### src/rtl/ctfc_pkg.sv
package ctfc_pkg;

    // Field widths of the hit and feature channels.
    localparam int TIME_W   = 31;
    localparam int CHARGE_W = 24;
    localparam int DC_W     = 10;
    localparam int QSUM_W   = 32;
    localparam int BAL_W    = 20;
    localparam int RATIO_W  = 24;
    localparam int TOTAL_W  = 9;
    localparam int STATUS_W = 2;

    // Hit counter limit of one cluster; hit_total is sized for it.
    localparam int MAX_HITS = 256;

    // Shared divider and square-root unit sizes.
    localparam int DIV_NUM_W  = 96;
    localparam int DIV_DEN_W  = 64;
    localparam int ROOT_W     = 40;
    localparam int ROOT_STEPS = 20;

    localparam logic [DC_W-1:0] DC_RESET = 10'd123;

    // Operations run on the shared divider, in the order the controller issues them.
    typedef enum logic [2:0] {
        OP_MEAN,
        OP_RECIP,
        OP_XDIV,
        OP_SPAN_PEAK,
        OP_SPAN_MEAN,
        OP_PEAK_MEAN
    } div_op_t;

    // Commands from the controller to the datapath.
    typedef struct packed {
        logic    acc;
        logic    qq_load;
        logic    span_load;
        logic    div_start;
        div_op_t div_op;
        logic    root_init;
        logic    root_step;
        logic    out_load;
    } ctfc_cmd_t;

    // Status from the datapath to the controller.
    typedef struct packed {
        logic div_done;
    } ctfc_stat_t;

endpackage

### src/rtl/ctfc_ctrl.sv
module ctfc_ctrl (
    input  logic                 clk,
    input  logic                 rst_n,
    input  logic                 in_valid,
    input  logic                 in_last,
    output logic                 in_ready,
    input  logic                 out_ready,
    output logic                 out_valid,
    input  ctfc_pkg::ctfc_stat_t stat,
    output ctfc_pkg::ctfc_cmd_t  cmd
);
    localparam logic [2:0] S_ACC       = 3'd0;
    localparam logic [2:0] S_SQ        = 3'd1;
    localparam logic [2:0] S_GO        = 3'd2;
    localparam logic [2:0] S_WAIT      = 3'd3;
    localparam logic [2:0] S_SPAN      = 3'd4;
    localparam logic [2:0] S_ROOT_INIT = 3'd5;
    localparam logic [2:0] S_ROOT      = 3'd6;
    localparam logic [2:0] S_OUT       = 3'd7;

    localparam int STEP_W = $clog2(ctfc_pkg::ROOT_STEPS);

    logic [2:0]              state_reg, state_next;
    ctfc_pkg::div_op_t       op_reg, op_next;
    logic [STEP_W-1:0]       step_reg, step_next;
    logic                    out_valid_reg, out_valid_next;

    // Sequencing: accumulate hits, then walk the divisions and the root once per cluster.
    always_comb
    begin
        state_next     = state_reg;
        op_next        = op_reg;
        step_next      = step_reg;
        out_valid_next = out_valid_reg;
        cmd            = '0;
        cmd.div_op     = op_reg;
        in_ready       = state_reg == S_ACC;
        if (out_ready)
        begin
            out_valid_next = 1'b0;
        end
        case (state_reg)
            S_ACC:
            begin
                if (in_valid)
                begin
                    cmd.acc = 1'b1;
                    if (in_last)
                    begin
                        state_next = S_SQ;
                    end
                end
            end
            S_SQ:
            begin
                cmd.qq_load = 1'b1;
                op_next     = ctfc_pkg::OP_MEAN;
                state_next  = S_GO;
            end
            S_GO:
            begin
                cmd.div_start = 1'b1;
                state_next    = S_WAIT;
            end
            S_WAIT:
            begin
                if (stat.div_done)
                begin
                    case (op_reg)
                        ctfc_pkg::OP_MEAN:
                        begin
                            state_next = S_SPAN;
                        end
                        ctfc_pkg::OP_RECIP:
                        begin
                            op_next    = ctfc_pkg::OP_XDIV;
                            state_next = S_GO;
                        end
                        ctfc_pkg::OP_XDIV:
                        begin
                            state_next = S_ROOT_INIT;
                        end
                        ctfc_pkg::OP_SPAN_PEAK:
                        begin
                            op_next    = ctfc_pkg::OP_SPAN_MEAN;
                            state_next = S_GO;
                        end
                        ctfc_pkg::OP_SPAN_MEAN:
                        begin
                            op_next    = ctfc_pkg::OP_PEAK_MEAN;
                            state_next = S_GO;
                        end
                        default:
                        begin
                            state_next = S_OUT;
                        end
                    endcase
                end
            end
            S_SPAN:
            begin
                cmd.span_load = 1'b1;
                op_next       = ctfc_pkg::OP_RECIP;
                state_next    = S_GO;
            end
            S_ROOT_INIT:
            begin
                cmd.root_init = 1'b1;
                step_next     = '0;
                state_next    = S_ROOT;
            end
            S_ROOT:
            begin
                cmd.root_step = 1'b1;
                step_next     = step_reg + 1'b1;
                if (step_reg == STEP_W'(ctfc_pkg::ROOT_STEPS - 1))
                begin
                    op_next    = ctfc_pkg::OP_SPAN_PEAK;
                    state_next = S_GO;
                end
            end
            S_OUT:
            begin
                if (!out_valid_reg || out_ready)
                begin
                    cmd.out_load   = 1'b1;
                    out_valid_next = 1'b1;
                    state_next     = S_ACC;
                end
            end
            default:
            begin
                state_next = S_ACC;
            end
        endcase
    end

    always_ff @(posedge clk or negedge rst_n)
    begin
        if (!rst_n)
        begin
            state_reg     <= S_ACC;
            op_reg        <= ctfc_pkg::OP_MEAN;
            step_reg      <= '0;
            out_valid_reg <= 1'b0;
        end
        else
        begin
            state_reg     <= state_next;
            op_reg        <= op_next;
            step_reg      <= step_next;
            out_valid_reg <= out_valid_next;
        end
    end

    assign out_valid = out_valid_reg;
endmodule

### config.mk
export PLATFORM = sky130hd
export DESIGN_NAME = ctfc_ctrl
export DESIGN_NICKNAME = d
export VERILOG_FILES = /design/src/rtl/ctfc_pkg.sv /design/src/rtl/ctfc_ctrl.sv
export SDC_FILE = /design/constraint.sdc
export NUM_CORES = 1
export LEC_CHECK = 0
export ABC_AREA = 1
export BUFFER_PORTS_ARGS = -buffer_cell sky130_fd_sc_hd__buf_2
export CAP_MARGIN = 20
export CORE_MARGIN = 10
export CORE_UTILIZATION = 50
export DETAILED_ROUTE_END_ITERATION = 8
export HOLD_SLACK_MARGIN = 0.06
export PLACE_DENSITY = 0.75
export SYNTH_ARGS = -nofsm -noshare
export SYNTH_HDL_FRONTEND = slang
export SYNTH_SLANG_ARGS = --single-unit
### constraint.sdc
create_clock -name clk -period 1.9 [get_ports clk]
set_clock_uncertainty 0.15 [all_clocks]
set_input_delay 0.38 -clock clk [delete_from_list [all_inputs] [get_ports clk]]
set_output_delay 0.38 -clock clk [all_outputs]
set_load 0.05 [all_outputs]
Yosys cells after proc, flatten, opt, wreduce, memory -nomap -nowiden
Cells that the tools add are included.
{ "totals": {"out_inout_bits": 12, "reg_bits": 12, "word_cells": 57, "in_bits": 6} }
{ "op_classes": {"n_addsub": 1, "n_eq_ne": 18, "n_reduce_logical": 10, "n_mux": 24} }
{ "ops": {"columns": ["cell", "count"], "rows": [
  ["two-way mux 3 bit", 7],
  ["case mux 3 bit (7 select lines)", 1],
  ["case mux 3 bit (3 select lines)", 2],
  ["== test 3 bit (second input constant)", 5],
  ["== test 3 x 2 -> 1 bit (second input constant)", 4],
  ["two-way mux 1 bit", 12],
  ["case mux 3 bit (4 select lines)", 1],
  ["inequality test 2 bit (second input constant)", 5],
  ["case mux 5 bit (2 select lines)", 1],
  ["== test 3 x 1 -> 1 bit (second input constant)", 2],
  ["zero test 3 bit", 2],
  ["adder 5 x 1 -> 5 bit (second input constant)", 1],
  ["== test 5 bit (second input constant)", 1],
  ["AND reduction 5 bit", 1],
  ["inequality test 4 bit (second input constant)", 1],
  ["AND reduction 4 bit", 1],
  ["nonzero test 4 bit", 1],
  ["OR reduction 3 bit", 1],
  ["nonzero test 2 bit", 1],
  ["OR reduction 2 bit", 1],
  ["zero test 1 bit", 1],
  ["logical OR 1 bit", 1]
]} }

Logic depth before layout (Yosys ltp)
Gate-level depths: netlist of the first run.
{ "depth": {"word_depth": 5, "ltp_mapped": 9, "mapped_depth_nobuf": 9} }

Least setup slack after synthesis of the first run
Ideal clock, no wire load.
{ "synth_path": {"path_kind": "reg-to-output", "from": "register state_reg[2]", "to": "output port cmd[9] (netlist bit)", "path_slack_ns": -0.407, "required_time_ns": 1.370, "stages_incl_launch_ff": 4, "t_arrival_ns": 1.777, "path_buffers": 0, "cell_sequence": "dfrtp_1 -> inv_2 -> nand2_2 -> nor3b_1"} }
{ "synth_rtl": {"columns": ["element", "line_no", "rtl"], "rows": [
  ["start, declared", "ctfc_ctrl.sv:23", "logic [2:0] state_reg, state_next;"],
  ["start signal, assigned", "ctfc_ctrl.sv:149", "state_reg <= state_next;"],
  ["end, declared", "ctfc_ctrl.sv:10", "output ctfc_pkg::ctfc_cmd_t cmd"]
]} }

==> flow_summary.ini, run 1 <==
[synthesis]
avgSynthCellArea_um2 = 7.215
ys_seq_elements = 12
synth_warnings = 0
syn_inst = 107
synth_fp_nets = 114
yosysSeqAreaShare = 0.3890
netlist_area_um2 = 772.0
ys_types = 21

[clock_network]
clock_path_buffers = 2
cts_tree = done
cts_buffers = 3
cts.sinks = 12
h-tree-depth = 1
insertion_delay_ns = 0.27
clk_pin_slew_worst_paths_ns = 0.08
root_buffer = clkbuf_4

[sta]
worst_slack_ns = 0.04799
slew_viol_final = 0
layout_min_cycle_time_ns = 1.852
tns_ns = 0
setup-violations-final = 0
grt_setup_unrepaired = true
fin_crit_sh = 0.9747
fmax_mhz = 540.0
tightest_slew_ns = 0.2875
slew_headroom = 0.8084
hold_violations = 0

[routing]
vias = 760
wl_per_cell_um = 12.49
drt_iter0_drc = 10
drc = 0
vias_per_cell = 5.205
routed_wl_um = 1823
dr.pass1.iters = 4
ant_nets = 0

[flow_run]
maxCapViolCount = 0

[setup_path]
rr_worst_depth = 7
reg2reg_from = state_reg[1]$_DFFE_PN0P_
r2r_end = op_reg[0]$_DFFE_PN0P_
worstSetupStartpointType = register
critPathMaxFanout = 5
crit_type = register to output port
rrSetupSlack_ns = 0.41
worstPathArrival_ns = 1.32
end_kind = output port
crit_required_ns = 1.37
crit_start = state_reg[2]$_DFFE_PN0P_

[floorplan]
start_util = 0.5185
die_w_um = 59.30
num_rows = 14
core_um2 = 1489
die-area_um2 = 3516
design.portCount = 18
die_h_um = 59.30

[global_route]
grt_pass1_wl_um = 3146
antenna_found_initial = 0
grt_usage = 0.1148
grt_max_degree = 13
grt_pass1_vias = 708
overflow = 0

[finish]
layout_commonest_cell = nand2_1
fillCellCount = 141
largest_reg_flops = 5
syn_to_final_growth_pct = 26.90
num_antenna_cells = 0
final_cell_mix = nand2_1, inv_1, buf_2
drive_gt1_frac = 0.3385
final_nets = 138

[placed_design]
portBuffers = 17
hpwlAfterDp_um = 1417
place_congestion = 0.9276
pre_cts_ws_ns = 0.1977

[min_path]
hold_path.class = input port to register
holdPathEnd = out_valid$_DFF_PN0_
hold_path_depth = 2
hp-start = out_ready

[power]
p_leak_nw = 0.5272
max-vdd-ir-drop_mv = 1.147
power.total_mw = 1.658
power_density_nw_per_um2 = 1692

[outcome]
outcome = completed
## area by class of cell
cell class	instances	area, um^2	share of cell area
inverters	14	52.55	0.05364
multi-input cells	80	426.7	0.4355
clock buffers	4	36.28	0.03704
well taps	16	20.02	0.02043
repair buffers	20	140.1	0.1430
flip-flops and latches	12	304.0	0.3103
## power by group
group	switching (mW)	total [mW]	internal (mW)
registers	0.112	0.453	0.342
logic	0.693	0.995	0.303
clock network	0.0923	0.209	0.117
## critical path, stage by stage (launching register included)
cell and delay, ns:
dfrtp_2 0.46, inv_2 0.12, nand2_2 0.10, nor3b_2 0.18, buf_6 0.18
## cells by family after synthesis
group / Yosys count / share of synthesized area
simple gates: 64 / 0.4068
buf+inv: 15 / 0.07780
flops: 12 / 0.3890
fa+ha+maj: 1 / 0.01620
compound gates: 15 / 0.1102
## worst max-delay path by stage
stage,cells past startpoint,to
CTS,4,cmd[1]
floorplan,3,in_ready
detailed placement,5,cmd[0]
global route,4,cmd[9]
global placement,5,cmd[0]
finish,4,cmd[9]
## cell usage after synthesis (all sizes together)
master	instances	area share
nor3	2	0.013
o21bai	4	0.039
ha	1	0.016
nand3	8	0.075
nand4	2	0.016
buf	1	0.0097
nor2	15	0.092
a21oi	5	0.032
nor3b	1	0.0097
dfrtp	12	0.39
nand2	36	0.20
inv	14	0.068
o21ai	6	0.039
## stage by stage
stage	util	cell area [um^2]	hold slack [ns]	cells
CTS	0.6303	938.4	0.1349	145
floorplan	-	779.5	-0.06559	107
finish	0.6580	979.7	0.1252	146
global route	0.6580	979.7	0.1132	146
detailed placement	0.5941	884.6	0.1307	140
global placement	0.5941	884.6	0.1297	140
## per-layer routing
metal / part of all wire / global-route usage
met1: 0.43 / 0.1272
met2: 0.46 / 0.1798
met3: 0.096 / 0.06223
met4: 0.017 / 0.04262
met5: 0 / 0
## repair_timing
item                                   CTS  global route
setup endpoints to repair                4             7
hold buffers                             1             0
gates resized for setup                  4            14
endpoints found under the hold margin   12             0
buffers inserted                         0             1
(Power assumes the default switching activity.)
==> inputs of run 2 (changes only) <==
MAX_ROUTING_LAYER = met4   (was default)
==> run 2 against run 1 <==
Final cell count up 2.1%. Clock power rose by 2%. Cell area grew 2.3%. Routed wire length rose by 4.8%. Register-to-register slack worse by 0.10 ns. Critical path depth increased by 1. Utilization grew 1.5 points. Hold slack worse by 0.0055 ns. Power up 2.6%. Die area unchanged. Non-clock buffer count up 3. Critical endpoint is now cmd[0]. Highest routed layer unchanged.
==> flow_summary.ini, run 2 (synthesis results as in run 1) <==
[global_route]
grt_pass1_wl_um = 3132
grt_usage = 0.1157
grt_pass1_vias = 718
antenna_found_initial = 0
grt_max_degree = 13
overflow = 0

[setup_path]
max_stage_delay_ns = 0.48
crit_chain = nand2_2, nor2_4, inv_1, nor2_2, buf_6
crit_required_ns = 1.37
worstPathArrival_ns = 1.34
crit_type = register to output port
crit_family = flip-flops
critPathMaxFanout = 8
worstSetupStartpointType = register
end_kind = output port
path_buf_inv = 2
critPathSlowestCell = dfrtp_2

[min_path]
hold_path.class = input port to register

[finish]
area.sequential_um2 = 304.0
largest_reg_flops = 5
num_antenna_cells = 0
final_nets = 141
fillCellCount = 115
layout_commonest_cell = nand2_1
multi_input_area_um2 = 426.7
final_cell_area_um2 = 1002
final_cell_mix = nand2_1, inv_1, buf_2
drive_gt1_frac = 0.3534
fin_util = 0.6731
syn_to_final_growth_pct = 29.82

[floorplan]
die-area_um2 = 3516
design.portCount = 18
die_w_um = 59.30
num_rows = 14
start_util = 0.5185
core_um2 = 1489
die_h_um = 59.30

[clock_network]
insertion_delay_ns = 0.28
cts_tree = done
h-tree-depth = 1
clk_pin_slew_worst_paths_ns = 0.08
root_buffer = clkbuf_4
clock_path_buffers = 2
cts.sinks = 12
cts_buffers = 3

[placed_design]
place_congestion = 0.9375
portBuffers = 17
placed_area_um2 = 884.6
hpwlAfterDp_um = 1465

[outcome]
outcome = completed

[routing]
ant_nets = 0
wl_per_cell_um = 12.83
vias_per_cell = 5.235
dr.pass1.iters = 4
vias = 780
routed_wl_um = 1911
drc = 0
drt_iter0_drc = 19

[sta]
slew_viol_final = 0
hold_violations = 0
fin_crit_sh = 0.9844
tightest_slew_ns = 0.2974
fmax_mhz = 534.6
grt_setup_unrepaired = true
setup-violations-final = 0
slew_headroom = 0.8017
layout_min_cycle_time_ns = 1.870

[flow_run]
maxCapViolCount = 0

[power]
p_leak_nw = 0.5423
power_density_nw_per_um2 = 1697
max-vdd-ir-drop_mv = 1.059
power.total_mw = 1.700
run 2: cell types whose count changed in the layout (fill, tap and decap cells not counted), sizes merged:
| cell | previous run | this run |
|---|---|---|
| buf | 18 | 20 |
| clkbuf | 5 | 6 |
run 2: path summary, 6_finish.rpt:
path | start | end | slack [ns] | cells after the start
worst min-delay path | out_ready | out_valid$_DFF_PN0_ | 0.12 | 2
worst max register to register | state_reg[2]$_DFFE_PN0P_ | op_reg[0]$_DFFE_PN0P_ | 0.31 | 8
max in group asynchronous | rst_n | state_reg[1]$_DFFE_PN0P_ | 1.00 | 2
worst min register to register | step_reg[4]$_DFFE_PN0P_ | step_reg[4]$_DFFE_PN0P_ | 0.32 | 1
worst max-delay path | state_reg[1]$_DFFE_PN0P_ | cmd[0] | 0.03 | 5
min in group asynchronous | rst_n | out_valid$_DFF_PN0_ | 0.35 | 2
run 2: report_power, final:
part,switching [mW],internal (mW),leakage [nW],total [mW]
logic,0.712,0.326,0.366,1.04
clock network,0.0961,0.117,0.0210,0.213
registers,0.108,0.342,0.155,0.450
run 2: routing by layer:
metal,track usage,part of all wire,vias up
met1,0.1281,0.43,366
met3,0.04506,0.070,4
met2,0.1828,0.49,18
met4,0.04262,0.010,0
met5,-,0,-
li1,-,-,392
run 2: final cells by class:
cell class | count | area share
Multi-Input combinational cell | 80 | 0.4257
Inverter | 14 | 0.05243
Timing Repair Buffer | 23 | 0.1623
Clock buffer | 4 | 0.03620
Tap cell | 16 | 0.01998
Sequential cell | 12 | 0.3034
run 2: through the flow:
step | hold WS, ns | std cells | setup TNS [ns] | setup slack [ns]
6_report | 0.1197 | 149 | 0 | 0.02959
5_1_grt | 0.1202 | 149 | -0.03360 | -0.01486
3_5_place_dp | 0.1321 | 140 | 0 | 0.1809
4_1_cts | 0.1268 | 145 | 0 | 0.002262
3_3_place_gp | 0.1283 | 140 | 0 | 0.2372
2_1_floorplan | -0.06559 | 107 | 0 | 0.06062
run 2: what timing repair did:
action                                 in CTS  in global routing
setup endpoints to repair                   4                  7
buffers inserted                            0                  4
cloned                                      0                  0
hold buffers                                1                  0
endpoints found under the hold margin      12                  0
gates resized for setup                     5                 11
==> inputs of run 3 (changes only) <==
ABC_AREA = 0   (was 1)
==> run 3 against run 2 <==
Fmax rose by 1.6%. Combinational power is 9.6% higher. Via count fell by 5.0%. Largest power group unchanged. Flip-flop and latch count did not move. Hold slack better by 0.16 ns. Register-to-register slack worse by 0.13 ns. Final cell count down 11%. Critical endpoint is now cmd[8]. Sequential power rose by 15%. Die area is 2.7% lower. Routed wire length up 4.3%.
==> flow_summary.ini, run 3 <==
[routing]
drc = 0
dr.pass1.iters = 5
vias = 741
routed_wl_um = 1993
wl_per_cell_um = 14.98
ant_nets = 0
drt_iter0_drc = 15
vias_per_cell = 5.571

[clock_network]
cts_buffers = 3
clk_pin_slew_worst_paths_ns = 0.07
root_buffer = clkbuf_4
h-tree-depth = 1
insertion_delay_ns = 0.27
clock_path_buffers = 2
cts_tree = done
cts.sinks = 12

[synthesis]
synth_warnings = 0
yosysMostFrequentCell = dfrtp_1
syn_inst = 86
netlist_area_um2 = 740.7
synth_top_cell_by_area = dfrtp_1
synth.area.top_cells = dfrtp_1, o21ai_0, nand2_1
ys_seq_elements = 12
ys_types = 37
synth_fp_nets = 93
yosys-top-cells-count = dfrtp_1, nand2_1, nor2_1, o21ai_0
yosysSeqAreaShare = 0.4054
synth_top_cell_area_share = 0.4054
ys.flop_type = dfrtp_1
avgSynthCellArea_um2 = 8.613
synth-edff-count = 0
synth-async-reset-ratio = 1.000

[floorplan]
design.portCount = 18
die-area_um2 = 3421
core_um2 = 1350
num_rows = 13
start_util = 0.5487
die_h_um = 58.49
die_w_um = 58.49

[setup_path]
crit_required_ns = 1.37
critPathMaxFanout = 4
crit_family = flip-flops
reg2reg_from = step_reg[0]$_DFFE_PN0P_
path_buf_inv = 3
end_kind = output port
critPathSlowestCell = dfrtp_2
worstSetupStartpointType = register
crit_type = register to output port
crit_chain = buf_4, inv_1, and3_1, buf_4
worst_path_most_repeated_cell = buf_4
crit_start = state_reg[2]$_DFFE_PN0P_
max_stage_delay_ns = 0.44
worstPathArrival_ns = 1.31

[global_route]
grt_util_met1 = 0.1298
grt_busiest_layer = met2
antenna_found_initial = 0
grtUsageMet2 = 0.1821
overflow = 0
grt_pass1_vias = 682
grt_max_degree = 13
use_met3 = 0.05579
grt_pass1_wl_um = 3125
grt_usage = 0.1165

[placed_design]
hpwlAfterDp_um = 1395
pre_cts_ws_ns = 0.1142
dp_cells = 118
place_congestion = 0.8621
portBuffers = 17
placed_area_um2 = 869.6

[finish]
final_cell_mix = buf_4, buf_2, dfrtp_1
final_cell_area_um2 = 1021
syn_to_final_growth_pct = 37.84
num_antenna_cells = 0
final_nets = 126
fin_util = 0.7563
fillCellCount = 106
drive_gt1_frac = 0.3814
stdcell_count = 133
largest_reg_flops = 5
layout_commonest_cell = buf_4

[sta]
fmax_mhz = 543.0
tightest_slew_ns = 0.2640
layout_min_cycle_time_ns = 1.842
setup-violations-final = 0
worst_slack_ns = 0.05838
fin_crit_sh = 0.9693
slew_viol_final = 0
hold_violations = 0
slew_headroom = 0.8228

[power]
max-vdd-ir-drop_mv = 1.082
power.total_mw = 1.850
p_leak_nw = 0.4991
power_density_nw_per_um2 = 1812

[outcome]
outcome = completed

[min_path]
hold_path.class = input port to register
hp-start = out_ready

[flow_run]
maxCapViolCount = 0
## run 3: final timing paths
path | depth (start not counted) | to | slack, ns
worst max-delay path | 4 | cmd[8] | 0.06
worst min-delay path | 3 | out_valid$_DFF_PN0_ | 0.28
worst max register to register | 5 | state_reg[2]$_DFFE_PN0P_ | 0.18
worst min register to register | 1 | step_reg[4]$_DFFE_PN0P_ | 0.35
max in group asynchronous | 2 | state_reg[0]$_DFFE_PN0P_ | 1.01
min in group asynchronous | 2 | out_valid$_DFF_PN0_ | 0.36
## run 3: worst register-to-register path: stages (launching register included)
cell and delay [ns]:
dfrtp_1 0.41, ha_1 0.25, nand4bb_1 0.16, a22o_1 0.28
o32ai_1 0.27, o2bb2ai_1 0.14
## run 3: routing by layer
layer / routed length, um / part of all wire / up-vias
met5: 0 / 0 / -
met4: 8 / 0.0040 / 0
met3: 146 / 0.073 / 2
met2: 931 / 0.47 / 20
met1: 907 / 0.46 / 338
li1: - / - / 381
## run 3: layout make-up
| cell class | count | area (um^2) | share of cell area |
|---|---|---|---|
| Sequential cell | 12 | 304.0 | 0.2978 |
| Inverter | 5 | 18.77 | 0.01838 |
| Multi-Input combinational cell | 65 | 419.2 | 0.4105 |
| Timing Repair Buffer | 32 | 224.0 | 0.2194 |
| Clock buffer | 4 | 36.28 | 0.03554 |
| Tap cell | 15 | 18.77 | 0.01838 |
## run 3: logic make-up after synthesis
logic type | after synthesis | share of synthesized area
AND/OR/NAND/NOR | 38 | 0.2754
AO/OA/AOI/OAI | 25 | 0.2382
flip-flops | 12 | 0.4054
buffers and inverters | 9 | 0.05067
multiplexers | 1 | 0.01351
adder cells (fa/ha/maj) | 1 | 0.01689
## run 3: what timing repair did
item | CTS | global route
buffers inserted | 4 | 6
pin swaps | 0 | 1
setup endpoints to repair | 8 | 8
hold buffers | 1 | 0
hold endpoints to repair | 12 | 0
resized for setup | 5 | 13
## run 3: power breakdown
| part | internal [mW] | switching [mW] | total [mW] |
|---|---|---|---|
| clock network | 0.116 | 0.0784 | 0.195 |
| registers | 0.360 | 0.158 | 0.518 |
| logic | 0.454 | 0.684 | 1.14 |
## run 3: per-stage QoR
step / hold slack [ns] / TNS, ns
floorplan: -0.06559 / -0.1334
global placement: 0.1253 / 0
detailed placement: 0.1181 / 0
CTS: 0.2801 / 0
global route: 0.2934 / -0.01700
finish: 0.2768 / 0
